$ cat src/design/assert_macros.svh
// Assertion macros for the tokenizer modules; only mbt_queue uses them.
// Depends on nothing; the macros expand to nothing when SYNTHESIS is defined.
`ifndef ASSERT_MACROS_SVH
`define ASSERT_MACROS_SVH
`ifndef SYNTHESIS
`define ASSERT_ALWAYS(label, clk, rst_n, prop) \
    label: assert property (@(posedge clk) disable iff (!rst_n) prop) \
        else $error("assertion failed");
`define ASSERT_NEVER(label, clk, rst_n, cond) \
    label: assert property (@(posedge clk) disable iff (!rst_n) !(cond)) \
        else $error("forbidden condition seen");
`else
`define ASSERT_ALWAYS(label, clk, rst_n, prop)
`define ASSERT_NEVER(label, clk, rst_n, cond)
`endif
`endif

$ cat src/design/mbt_pkg.sv
// Types and constants of the multipart body tokenizer.
// Depends on nothing; used by every module of the block.
`default_nettype none
package mbt_pkg;

    localparam int CFG_INDEX_BITS = 4;
    localparam int CFG_DATA_BITS  = 64;
    localparam int BOUNDARY_REGS  = 7;
    localparam int QUEUE_DEPTH    = 4;

    localparam logic [CFG_INDEX_BITS-1:0] CFG_BOUNDARY_LENGTH = 4'd0;

    localparam logic [2:0] KIND_PART_OPEN  = 3'd0;
    localparam logic [2:0] KIND_HDR_NAME   = 3'd1;
    localparam logic [2:0] KIND_HDR_VALUE  = 3'd2;
    localparam logic [2:0] KIND_PARAM_NAME = 3'd3;
    localparam logic [2:0] KIND_PARAM_VAL  = 3'd4;
    localparam logic [2:0] KIND_DATA       = 3'd5;
    localparam logic [2:0] KIND_PART_CLOSE = 3'd6;

    localparam logic [7:0] CH_CR    = 8'h0D;
    localparam logic [7:0] CH_LF    = 8'h0A;
    localparam logic [7:0] CH_COLON = 8'h3A;
    localparam logic [7:0] CH_SEMI  = 8'h3B;
    localparam logic [7:0] CH_EQUAL = 8'h3D;
    localparam logic [7:0] CH_QUOTE = 8'h22;
    localparam logic [7:0] CH_SPACE = 8'h20;
    localparam logic [7:0] CH_TAB   = 8'h09;
    localparam int DATA_GAP = 4;

    typedef enum logic [2:0] {
        ST_FIND  = 3'd0,
        ST_HNAME = 3'd1,
        ST_HVAL  = 3'd2,
        ST_PNAME = 3'd3,
        ST_PVAL  = 3'd4,
        ST_DATA  = 3'd5,
        ST_SKIP  = 3'd6,
        ST_AFTER = 3'd7
    } parse_state_t;

    typedef struct packed {
        logic [7:0] body_byte;
        logic       last_byte;
    } byte_word_t;

    typedef struct packed {
        logic [2:0]  token_kind;
        logic [31:0] token_start;
        logic [31:0] token_length;
        logic        last_token;
    } token_word_t;

    typedef struct packed {
        token_word_t first;
        token_word_t second;
        logic        two;
    } token_pair_t;

endpackage
`default_nettype wire

$ cat src/design/multipart_body_tokenizer.sv
// Multipart body tokenizer top level: front classifier, bundle queue, output stage.
// Depends on mbt_pkg, mbt_front, mbt_queue and mbt_back.
//
// The block takes one body byte per clock and reports part open, header and
// parameter names and values, data and part close as offset and length tokens.
// The boundary compare over the whole window is done in the same cycle as the
// byte is taken, so a byte can enter every cycle. Tokens travel as bundles
// through a four-entry queue to the output register, which delivers one token
// per cycle while not stalled. A bundle holds two tokens only when a last-byte
// data flush follows another token from the same byte, which no parse path
// produces, so the input keeps one byte per clock while the output is not
// stalled. Output stalls back up through the queue, and the input stalls only
// while the queue is full. A token passes through the queue and then the output
// register before it is offered. There is no clearing pass after reset.
`default_nettype none
module multipart_body_tokenizer
    import mbt_pkg::*;
#(
    parameter int MAX_BOUNDARY = 56,
    parameter int OFFSET_BITS  = 32
) (
    input  wire logic                      clk,
    input  wire logic                      rst_n,
    input  wire logic                      byte_valid,
    output logic                           byte_stall,
    input  wire byte_word_t                byte_word,
    output logic                           token_valid,
    input  wire logic                      token_stall,
    output token_word_t                    token_word,
    input  wire logic                      cfg_write,
    input  wire logic [CFG_INDEX_BITS-1:0] cfg_index,
    input  wire logic [CFG_DATA_BITS-1:0]  cfg_data
);

    token_pair_t push_pair, head;
    logic        push, pop, not_empty, full, accept;

    assign byte_stall = full;
    assign accept     = byte_valid && !full;

    mbt_front #(
        .MAX_BOUNDARY (MAX_BOUNDARY),
        .OFFSET_BITS  (OFFSET_BITS)
    ) u_front (
        .clk       (clk),
        .rst_n     (rst_n),
        .cfg_write (cfg_write),
        .cfg_index (cfg_index),
        .cfg_data  (cfg_data),
        .accept    (accept),
        .word      (byte_word),
        .pair      (push_pair),
        .push      (push)
    );

    mbt_queue u_queue (
        .clk       (clk),
        .rst_n     (rst_n),
        .push      (push),
        .push_pair (push_pair),
        .pop       (pop),
        .head      (head),
        .not_empty (not_empty),
        .full      (full)
    );

    mbt_back u_back (
        .clk         (clk),
        .rst_n       (rst_n),
        .head        (head),
        .not_empty   (not_empty),
        .pop         (pop),
        .token_valid (token_valid),
        .token_stall (token_stall),
        .token_word  (token_word)
    );

endmodule
`default_nettype wire

$ cat src/design/mbt_front.sv
// Front part: boundary registers, match window and the header/data classifier.
// Depends on mbt_pkg; produces at most one bundle, of up to two tokens, per byte.
`default_nettype none
module mbt_front
    import mbt_pkg::*;
#(
    parameter int MAX_BOUNDARY = 56,
    parameter int OFFSET_BITS  = 32
) (
    input  wire logic                      clk,
    input  wire logic                      rst_n,
    input  wire logic                      cfg_write,
    input  wire logic [CFG_INDEX_BITS-1:0] cfg_index,
    input  wire logic [CFG_DATA_BITS-1:0]  cfg_data,
    input  wire logic                      accept,
    input  wire byte_word_t                word,
    output token_pair_t                    pair,
    output logic                           push
);

    localparam int FILL_BITS = $clog2(MAX_BOUNDARY + 1);
    localparam int WIN_BITS  = MAX_BOUNDARY * 8;
    localparam logic [FILL_BITS-1:0] FILL_MAX = FILL_BITS'(MAX_BOUNDARY);
    localparam logic [OFFSET_BITS-1:0] GAP = OFFSET_BITS'(DATA_GAP);

    logic [WIN_BITS-1:0]     bnd_reg, bnd_next;
    logic [5:0]              blen_reg, blen_next;
    logic [FILL_BITS-1:0]    eff_reg, eff_next;
    logic [WIN_BITS-1:0]     aligned_reg, aligned_next;
    logic [MAX_BOUNDARY-1:0] mask_reg, mask_next;

    parse_state_t            state_reg, state_next;
    logic [OFFSET_BITS-1:0]  off_reg, off_next;
    logic [OFFSET_BITS-1:0]  sec_reg, sec_next;
    logic [OFFSET_BITS-1:0]  first_reg, first_next;
    logic [OFFSET_BITS-1:0]  last_reg, last_next;
    logic                    fq_reg, fq_next;
    logic                    lq_reg, lq_next;
    logic                    seen_reg, seen_next;
    logic                    swallow_reg, swallow_next;
    logic [WIN_BITS-1:0]     win_reg, win_next;
    logic [FILL_BITS-1:0]    fill_reg, fill_next;

    logic [7:0]              b;
    logic                    eol, is_sp, match;
    logic [WIN_BITS-1:0]     win_shift;
    logic [FILL_BITS-1:0]    fill_inc;
    logic [MAX_BOUNDARY-1:0] eq;
    logic [OFFSET_BITS-1:0]  o1, bstart, dlen;
    logic                    do_begin, do_track, main_v, flush_v;
    token_word_t             tok_main, tok_flush;

    function automatic logic [31:0] to32(input logic [OFFSET_BITS-1:0] v);
        logic [OFFSET_BITS+31:0] ext;
        ext = {32'd0, v};
        return ext[31:0];
    endfunction

    function automatic token_word_t mk_tok(input logic [2:0] kind,
                                           input logic [OFFSET_BITS-1:0] start,
                                           input logic [OFFSET_BITS-1:0] len);
        token_word_t t;
        t.token_kind   = kind;
        t.token_start  = to32(start);
        t.token_length = to32(len);
        t.last_token   = 1'b0;
        return t;
    endfunction

    function automatic token_word_t trimmed(input logic [2:0] kind,
                                            input logic [OFFSET_BITS-1:0] o,
                                            input logic unquote,
                                            input logic seen,
                                            input logic [OFFSET_BITS-1:0] fst,
                                            input logic [OFFSET_BITS-1:0] lst,
                                            input logic fq,
                                            input logic lq);
        logic [OFFSET_BITS-1:0] start;
        logic [OFFSET_BITS-1:0] len;
        start = o;
        len   = '0;
        if (seen)
        begin
            start = fst;
            len   = lst - fst + OFFSET_BITS'(1);
            if (unquote && fq && lq && (len >= OFFSET_BITS'(2)))
            begin
                start = start + OFFSET_BITS'(1);
                len   = len - OFFSET_BITS'(2);
            end
        end
        return mk_tok(kind, start, len);
    endfunction

    // Configuration writes, with the boundary aligned to the newest window bytes.
    generate
        for (genvar k = 0; k < MAX_BOUNDARY; k++)
        begin : g_bnd
            localparam int REG_SLOT = k / 8 + 1;
            if (REG_SLOT <= BOUNDARY_REGS)
            begin : g_wr
                always_comb
                begin
                    bnd_next[8*k +: 8] = bnd_reg[8*k +: 8];
                    if (cfg_write && (cfg_index == CFG_INDEX_BITS'(REG_SLOT)))
                    begin
                        bnd_next[8*k +: 8] = cfg_data[8*(k%8) +: 8];
                    end
                end
            end
            else
            begin : g_fixed
                assign bnd_next[8*k +: 8] = bnd_reg[8*k +: 8];
            end
        end
    endgenerate

    always_comb
    begin
        blen_next = blen_reg;
        if (cfg_write && (cfg_index == CFG_BOUNDARY_LENGTH))
        begin
            blen_next = cfg_data[5:0];
        end
        if (blen_next == 6'd0)
        begin
            eff_next = FILL_BITS'(1);
        end
        else if ({1'b0, blen_next} > 7'(MAX_BOUNDARY))
        begin
            eff_next = FILL_MAX;
        end
        else
        begin
            eff_next = FILL_BITS'(blen_next);
        end
        aligned_next = bnd_next << (8 * (FILL_MAX - eff_next));
        mask_next    = {MAX_BOUNDARY{1'b1}} << (FILL_MAX - eff_next);
    end

    always_comb
    begin
        b         = word.body_byte;
        eol       = (b == CH_CR) || (b == CH_LF);
        is_sp     = (b == CH_SPACE) || ((b >= CH_TAB) && (b <= CH_CR));
        win_shift = {b, win_reg[WIN_BITS-1:8]};
        fill_inc  = (fill_reg == FILL_MAX) ? FILL_MAX : fill_reg + FILL_BITS'(1);
        for (int j = 0; j < MAX_BOUNDARY; j++)
        begin
            eq[j] = !mask_reg[j] || (win_shift[8*j +: 8] == aligned_reg[8*j +: 8]);
        end
        match  = (&eq) && (fill_inc >= eff_reg);
        o1     = off_reg + OFFSET_BITS'(1);
        bstart = o1 - OFFSET_BITS'(eff_reg);
        dlen   = bstart - sec_reg;
    end

    always_comb
    begin
        state_next   = state_reg;
        off_next     = o1;
        sec_next     = sec_reg;
        first_next   = first_reg;
        last_next    = last_reg;
        fq_next      = fq_reg;
        lq_next      = lq_reg;
        seen_next    = seen_reg;
        swallow_next = swallow_reg;
        win_next     = win_shift;
        fill_next    = fill_inc;
        do_begin     = 1'b0;
        do_track     = 1'b0;
        main_v       = 1'b0;
        flush_v      = 1'b0;
        tok_main     = '0;
        tok_flush    = '0;

        if (swallow_reg && (b == CH_LF))
        begin
            swallow_next = 1'b0;
            do_begin     = 1'b1;
            if (state_reg == ST_DATA)
            begin
                fill_next = '0;
            end
        end
        else
        begin
            swallow_next = 1'b0;
            unique case (state_reg)
                ST_FIND:
                begin
                    if (match)
                    begin
                        main_v     = 1'b1;
                        tok_main   = mk_tok(KIND_PART_OPEN, bstart, '0);
                        state_next = ST_AFTER;
                    end
                end
                ST_AFTER:
                begin
                    swallow_next = (b == CH_CR);
                    do_begin     = 1'b1;
                    state_next   = ST_HNAME;
                end
                ST_HNAME:
                begin
                    if (eol)
                    begin
                        swallow_next = (b == CH_CR);
                        do_begin     = 1'b1;
                        fill_next    = '0;
                        state_next   = ST_DATA;
                    end
                    else if (b == CH_COLON)
                    begin
                        main_v     = 1'b1;
                        tok_main   = trimmed(KIND_HDR_NAME, off_reg, 1'b0, seen_reg,
                                             first_reg, last_reg, fq_reg, lq_reg);
                        do_begin   = 1'b1;
                        state_next = ST_HVAL;
                    end
                    else
                    begin
                        do_track = 1'b1;
                    end
                end
                ST_HVAL, ST_PVAL:
                begin
                    if (eol || (b == CH_SEMI))
                    begin
                        main_v       = 1'b1;
                        tok_main     = trimmed((state_reg == ST_PVAL) ? KIND_PARAM_VAL
                                                                      : KIND_HDR_VALUE,
                                               off_reg, state_reg == ST_PVAL, seen_reg,
                                               first_reg, last_reg, fq_reg, lq_reg);
                        swallow_next = (b == CH_CR);
                        do_begin     = 1'b1;
                        state_next   = eol ? ST_HNAME : ST_PNAME;
                    end
                    else
                    begin
                        do_track = 1'b1;
                    end
                end
                ST_PNAME:
                begin
                    if (eol)
                    begin
                        swallow_next = (b == CH_CR);
                        do_begin     = 1'b1;
                        state_next   = ST_HNAME;
                    end
                    else if (b == CH_EQUAL)
                    begin
                        main_v     = 1'b1;
                        tok_main   = trimmed(KIND_PARAM_NAME, off_reg, 1'b0, seen_reg,
                                             first_reg, last_reg, fq_reg, lq_reg);
                        do_begin   = 1'b1;
                        state_next = ST_PVAL;
                    end
                    else
                    begin
                        do_track = 1'b1;
                    end
                end
                ST_DATA:
                begin
                    if (match)
                    begin
                        main_v     = 1'b1;
                        tok_main   = mk_tok(KIND_DATA, sec_reg,
                                            (dlen < GAP) ? '0 : dlen - GAP);
                        state_next = ST_SKIP;
                    end
                end
                ST_SKIP:
                begin
                    if (eol)
                    begin
                        main_v       = 1'b1;
                        tok_main     = mk_tok(KIND_PART_CLOSE, off_reg, '0);
                        swallow_next = (b == CH_CR);
                        do_begin     = 1'b1;
                        state_next   = ST_HNAME;
                    end
                end
            endcase
        end

        if (do_begin)
        begin
            sec_next   = o1;
            first_next = '0;
            last_next  = '0;
            fq_next    = 1'b0;
            lq_next    = 1'b0;
            seen_next  = 1'b0;
        end
        else if (do_track && !is_sp)
        begin
            if (!seen_reg)
            begin
                seen_next  = 1'b1;
                first_next = off_reg;
                fq_next    = (b == CH_QUOTE);
            end
            last_next = off_reg;
            lq_next   = (b == CH_QUOTE);
        end

        if (word.last_byte)
        begin
            if (state_next == ST_DATA)
            begin
                flush_v   = 1'b1;
                tok_flush = mk_tok(KIND_DATA, sec_next, o1 - sec_next);
            end
            state_next   = ST_FIND;
            off_next     = '0;
            sec_next     = '0;
            first_next   = '0;
            last_next    = '0;
            fq_next      = 1'b0;
            lq_next      = 1'b0;
            seen_next    = 1'b0;
            swallow_next = 1'b0;
            win_next     = '0;
            fill_next    = '0;
        end
    end

    always_comb
    begin
        pair.first  = main_v ? tok_main : tok_flush;
        pair.second = tok_flush;
        pair.two    = main_v && flush_v;
        pair.first.last_token  = !(main_v && flush_v);
        pair.second.last_token = 1'b1;
        push = accept && (main_v || flush_v);
    end

    always_ff @(posedge clk or negedge rst_n)
    begin
        if (!rst_n)
        begin
            bnd_reg     <= '0;
            blen_reg    <= 6'd1;
            eff_reg     <= FILL_BITS'(1);
            aligned_reg <= '0;
            mask_reg    <= {MAX_BOUNDARY{1'b1}} << (MAX_BOUNDARY - 1);
            state_reg   <= ST_FIND;
            off_reg     <= '0;
            sec_reg     <= '0;
            first_reg   <= '0;
            last_reg    <= '0;
            fq_reg      <= 1'b0;
            lq_reg      <= 1'b0;
            seen_reg    <= 1'b0;
            swallow_reg <= 1'b0;
            win_reg     <= '0;
            fill_reg    <= '0;
        end
        else
        begin
            bnd_reg     <= bnd_next;
            blen_reg    <= blen_next;
            eff_reg     <= eff_next;
            aligned_reg <= aligned_next;
            mask_reg    <= mask_next;
            if (accept)
            begin
                state_reg   <= state_next;
                off_reg     <= off_next;
                sec_reg     <= sec_next;
                first_reg   <= first_next;
                last_reg    <= last_next;
                fq_reg      <= fq_next;
                lq_reg      <= lq_next;
                seen_reg    <= seen_next;
                swallow_reg <= swallow_next;
                win_reg     <= win_next;
                fill_reg    <= fill_next;
            end
        end
    end

endmodule
`default_nettype wire

$ cat src/design/mbt_queue.sv
// Short queue of token bundles between the classifier and the output stage.
// Depends on mbt_pkg and assert_macros.svh.
`default_nettype none
`include "assert_macros.svh"
module mbt_queue
    import mbt_pkg::*;
(
    input  wire logic        clk,
    input  wire logic        rst_n,
    input  wire logic        push,
    input  wire token_pair_t push_pair,
    input  wire logic        pop,
    output token_pair_t      head,
    output logic             not_empty,
    output logic             full
);

    localparam int PTR_BITS = $clog2(QUEUE_DEPTH);
    localparam int CNT_BITS = $clog2(QUEUE_DEPTH + 1);

    token_pair_t         mem [QUEUE_DEPTH];
    logic [PTR_BITS-1:0] wr_reg, wr_next;
    logic [PTR_BITS-1:0] rd_reg, rd_next;
    logic [CNT_BITS-1:0] cnt_reg, cnt_next;

    always_comb
    begin
        wr_next  = push ? wr_reg + PTR_BITS'(1) : wr_reg;
        rd_next  = pop ? rd_reg + PTR_BITS'(1) : rd_reg;
        cnt_next = cnt_reg + CNT_BITS'(push) - CNT_BITS'(pop);
        head      = mem[rd_reg];
        not_empty = (cnt_reg != '0);
        full      = (cnt_reg == CNT_BITS'(QUEUE_DEPTH));
    end

    always_ff @(posedge clk)
    begin
        if (push)
        begin
            mem[wr_reg] <= push_pair;
        end
    end

    always_ff @(posedge clk or negedge rst_n)
    begin
        if (!rst_n)
        begin
            wr_reg  <= '0;
            rd_reg  <= '0;
            cnt_reg <= '0;
        end
        else
        begin
            wr_reg  <= wr_next;
            rd_reg  <= rd_next;
            cnt_reg <= cnt_next;
        end
    end

    `ASSERT_NEVER(a_push_full, clk, rst_n, push && full)
    `ASSERT_NEVER(a_pop_empty, clk, rst_n, pop && !not_empty)
    `ASSERT_ALWAYS(a_count_bound, clk, rst_n, cnt_reg <= CNT_BITS'(QUEUE_DEPTH))
    `ASSERT_ALWAYS(a_ptr_track, clk, rst_n,
        (wr_reg - rd_reg) == PTR_BITS'(cnt_reg))

endmodule
`default_nettype wire

$ cat src/design/mbt_back.sv
// Back part: splits token bundles and holds the output word register.
// Depends on mbt_pkg; pops a bundle as its last token is loaded.
`default_nettype none
module mbt_back
    import mbt_pkg::*;
(
    input  wire logic        clk,
    input  wire logic        rst_n,
    input  wire token_pair_t head,
    input  wire logic        not_empty,
    output logic             pop,
    output logic             token_valid,
    input  wire logic        token_stall,
    output token_word_t      token_word
);

    logic        valid_reg, valid_next;
    token_word_t word_reg, word_next;
    logic        phase_reg, phase_next;
    logic        load;

    always_comb
    begin
        load       = !valid_reg || !token_stall;
        valid_next = valid_reg;
        word_next  = word_reg;
        phase_next = phase_reg;
        pop        = 1'b0;
        if (load)
        begin
            valid_next = 1'b0;
            if (phase_reg)
            begin
                valid_next = 1'b1;
                word_next  = head.second;
                phase_next = 1'b0;
                pop        = 1'b1;
            end
            else if (not_empty)
            begin
                valid_next = 1'b1;
                word_next  = head.first;
                phase_next = head.two;
                pop        = !head.two;
            end
        end
    end

    always_ff @(posedge clk)
    begin
        word_reg <= word_next;
    end

    always_ff @(posedge clk or negedge rst_n)
    begin
        if (!rst_n)
        begin
            valid_reg <= 1'b0;
            phase_reg <= 1'b0;
        end
        else
        begin
            valid_reg <= valid_next;
            phase_reg <= phase_next;
        end
    end

    assign token_valid = valid_reg;
    assign token_word  = word_reg;

endmodule
`default_nettype wire
$ cat config.mk
export PLATFORM = sky130hd
export DESIGN_NAME = multipart_body_tokenizer
export DESIGN_NICKNAME = d
export VERILOG_FILES = /design/src/design/mbt_pkg.sv /design/src/design/multipart_body_tokenizer.sv /design/src/design/mbt_front.sv /design/src/design/mbt_queue.sv /design/src/design/mbt_back.sv
export VERILOG_INCLUDE_DIRS = /design/src /design/src/design
export SDC_FILE = /design/constraint.sdc
export NUM_CORES = 2
export LEC_CHECK = 0
export BUFFER_PORTS_ARGS = -buffer_cell sky130_fd_sc_hd__buf_2
export CORE_ASPECT_RATIO = 0.5
export CORE_UTILIZATION = 30
export DETAILED_ROUTE_END_ITERATION = 16
export PLACE_DENSITY_LB_ADDON = 0.15
export REMOVE_ABC_BUFFERS = 1
export SLEW_MARGIN = 20
export SYNTH_ARGS = -nofsm -noshare
export SYNTH_HDL_FRONTEND = slang
export SYNTH_HIERARCHICAL = 1
export SYNTH_SLANG_ARGS = --single-unit
$ cat constraint.sdc
create_clock -name clk -period 8.1 [get_ports clk]
set_input_delay 0.405 -clock clk [delete_from_list [all_inputs] [get_ports clk]]
set_output_delay 0.405 -clock clk [all_outputs]
set_load 0.03 [all_outputs]
==> metrics.md <==
| Metric | Value |
|---|---|
| Status | complete, no violations |
| Placer congestion estimate | 0.9795 |
| Total wire length | between 500000 and 600000 microns |
| Crit Path Class | reg2reg |
| Post-Layout Cell Count | around 17000 |
| Final Max Tran Viols | 0 |
| Sink Count | 2170 |
| Warnings from Yosys | 6 |
| RSZ-0062 raised after global routing | false |
| Die height | 450.9 microns |
| Final Hold Fails | 0 |
| Worst-skew pair later-pin latency | 0.97 ns |
| Critical Path AT | 8.24 ns |
| Rows | 164 |
| Hpwl dp | roughly 360000 microns |
| Post-CTS Repair Setup Buffers | 0 |
| DRC | 0 |
| Worst-Margin Slew | 1.272 ns |
| Ys async rst share | 0.7161 |
| Placed cells | 16498 |
| Pin count of the biggest net entering global routing | 205 |
| Final ANT Viol Nets | 0 |
| Final-report setup violation count | 0 |
| Max reg flops | between 500 and 600 |
| Power per cell area | roughly 430 nW/um^2 |
| Most frequent cell after synthesis | dfrtp_1 |
| Layout area overhead | 12.94% |
| Unique masters post-synth | 114 |
| First-pass GRT wire length | 714800 microns |
| CTS tree | built |
| GR peak layer | met1 |
| Global routing usage on met2 | 0.3586 |
| Tcrit/Tclk final | 0.9411 |
| I/O Buffers | approximately 150 |
| Static leakage | 57.47 nW |
| Final TNS setup | 0 ns |
| CP Capture Type | register |
| Most frequent cells after synthesis | dfrtp_1, nor2_1, mux2i_1 |
| Via Count | 94351 |
| PostCTS Resize Cnt | 0 |
| Starting Density | 0.3022 |
| Post-synthesis sequential area ratio | 0.4747 |
| Root buf cell | clkbuf_16 |
| Vias in the first global route | 91939 |
| Initial antenna violation count | 45 |
| CTS Buf Count | 225 |
| Number of flops mapped to enable cells by yosys | 616 |
| Peak supply drop | 0.2158 mV |
| IO Pins | roughly 150 |
| Routed len/inst | 29.74 microns |
| Reg clk slew, reported paths | 0.07 ns |
| Global route overflow | 0 |
| Number of nets in the layout | 11717 |
| Core area | 400100 sq um |
| Met3 GRT Util | 0.04022 |
| Max_cap viols | 0 |
| Slew Limit Headroom | 0.1441 |
| Met1 Track Usage GR | 0.3611 |
| 1st-iter DRT viols | roughly 11000 |
| Synth Cell Area | 120900 sq um |
| Layout cell share with drive strength beyond 1 | 0.1826 |
| CP max FO | 10 |
| Hold Crit Class | in2async |
| Global Route Usage Sum | 0.2407 |
| #FFs+latches synth | 2170 |
| 1st-pass router iterations | 8 |
| Startpoint types | register |
| Top post-synthesis cells by area | dfrtp_1, edfxtp_1, mux2i_1 |
| H-Tree Depth | 4 |
| Vias per inst | 5.555 |
| Worst-case clock skew | 0.08895 ns |
| CP required | 8.72 ns |
| Die width | 899.8 microns |
| Leading area contributor after synthesis | dfrtp_1 |
| Deepest clock path buffer count | 4 |
| Mean Syn Cell Area | 10.45 sq um |
| Max frequency | 0.1312 GHz |
| Die area | 405700 sq um |
| Min Tclk post-route | 7.623 ns |
| Top-area cell type share of the netlist area | 0.3210 |
| Synth Instances | 11569 |
| Ys flop type | dfrtp_1 |
| Reg2reg setup slack | 0.48 ns |
-- report_power, final --
group | switching [mW] | internal, mW
Clock | 4.85 | 6.19
Sequential | 1.18 | 13.2
Combinational | 22.4 | 10.9
Total | 28.4 | 30.2
-- placed cells by master (no fill, tap or decap), drive strengths merged, types with 28 or more instances in the layout --
cell type,synthesis,routed
o22ai,88,88
xnor2,597,597
edfxtp,616,616
nand4,177,177
clkbuf,611,304
a221oi,36,36
o221ai,94,94
clkinv,4,54
xor2,48,48
nor3,473,473
dlygate4sd3,0,69
nand2b,28,28
ha,147,147
nand3,147,147
or2,29,29
and2,150,150
o21ai,391,391
dfrtp,1551,1551
nor4,75,75
a22oi,139,139
o211ai,49,49
a31o,446,446
nor2b,473,473
a21o,50,50
nand2,737,737
o22a,49,49
nor2,1290,1290
a211oi,91,91
mux2,529,529
mux4,153,153
mux2i,781,781
and3,180,180
buf,263,490
o21a,53,53
a21oi,459,459
a31oi,39,39
a211o,56,56
inv,207,222
-- worst max-delay path, cell delays in order (launching register included) --
cell,delay [ns]
dfrtp_1,0.58
ha_1,0.27
xor2_1,0.30
ha_1,0.33
a21o_1,0.20
a21oi_1,0.24
o21ai_0,0.23
or2_2,0.40
nor4_1,0.30
buf_4,0.16
nand2_1,0.14
nor4_1,0.36
xnor2_1,0.20
ha_1,0.34
a21oi_1,0.34
o21bai_1,0.10
a21o_1,0.22
or3_1,0.37
o21ai_1,0.20
xnor2_1,0.15
or2_2,0.31
nand4bb_1,0.21
or2_2,0.35
o31a_1,0.46
a221oi_1,0.36
a21oi_1,0.18
-- final timing paths --
check | start | to | depth (start not counted)
max | u_front/off_reg[0] | u_queue/mem[0][75] | 25
min | rst_n | u_front/bnd_reg[369] | 2
max reg2reg | u_front/off_reg[0] | u_queue/mem[0][75] | 25
min reg2reg | u_front/last_reg[9] | u_front/last_reg[9] | 2
max in group asynchronous | rst_n | u_front/last_reg[6] | 4
min in group clk | cfg_data[3] | u_front/bnd_reg[195] | 2
-- kinds of logic (layout without fill, tap and decap cells) --
family,Yosys count,after routing,synth area share
compound gates,2196,2196,0.1268
xor+xnor,648,648,0.04741
fa+ha+maj,152,152,0.01604
buf+inv,1085,1174,0.03691
flops,2170,2170,0.4747
mux,1463,1463,0.1445
other cells,2,17,0.00006211
simple gates,3853,3853,0.1536
-- area by class of cell --
cell class,count,area [sq um]
Inverter,211,825.8
Fill cell,40488,263600
Multi-Input combinational cell,8316,59500
Timing Repair Buffer,559,4631
Clock inverter,100,1169
Clock buffer,304,6342
Tap cell,5312,6646
Sequential cell,2170,57400
Antenna cell,13,32.53
-- per-stage QoR --
step	total power [mW]	hold WS [ns]	setup WS [ns]	utilization	area, sq um
global route	61.26	0.03802	0.006557	0.3412	136500
CTS	58.30	0.01171	0.5849	0.3411	136500
global placement	47.13	0.4481	0.6218	0.3204	128200
finish	58.61	0.03997	0.4770	0.3413	136600
floorplan	36.39	0.1094	-30.68	-	117200
detailed placement	47.00	0.4579	0.6390	0.3206	128300
-- what timing repair did --
item                       CTS  global route
setup endpoints to repair    0             0
hold buffers                69             0
hold endpoints to repair   518             0
-- layer usage --
layer / wire [microns] / part of all wire / vias to the layer above
met5: 77 / 0.00015 / -
met4: 14450 / 0.029 / 12
met3: 34560 / 0.068 / 640
met2: 216100 / 0.43 / 3437
met1: 239900 / 0.47 / 48596
li1: - / - / 41666
(Power assumes the default switching activity.)
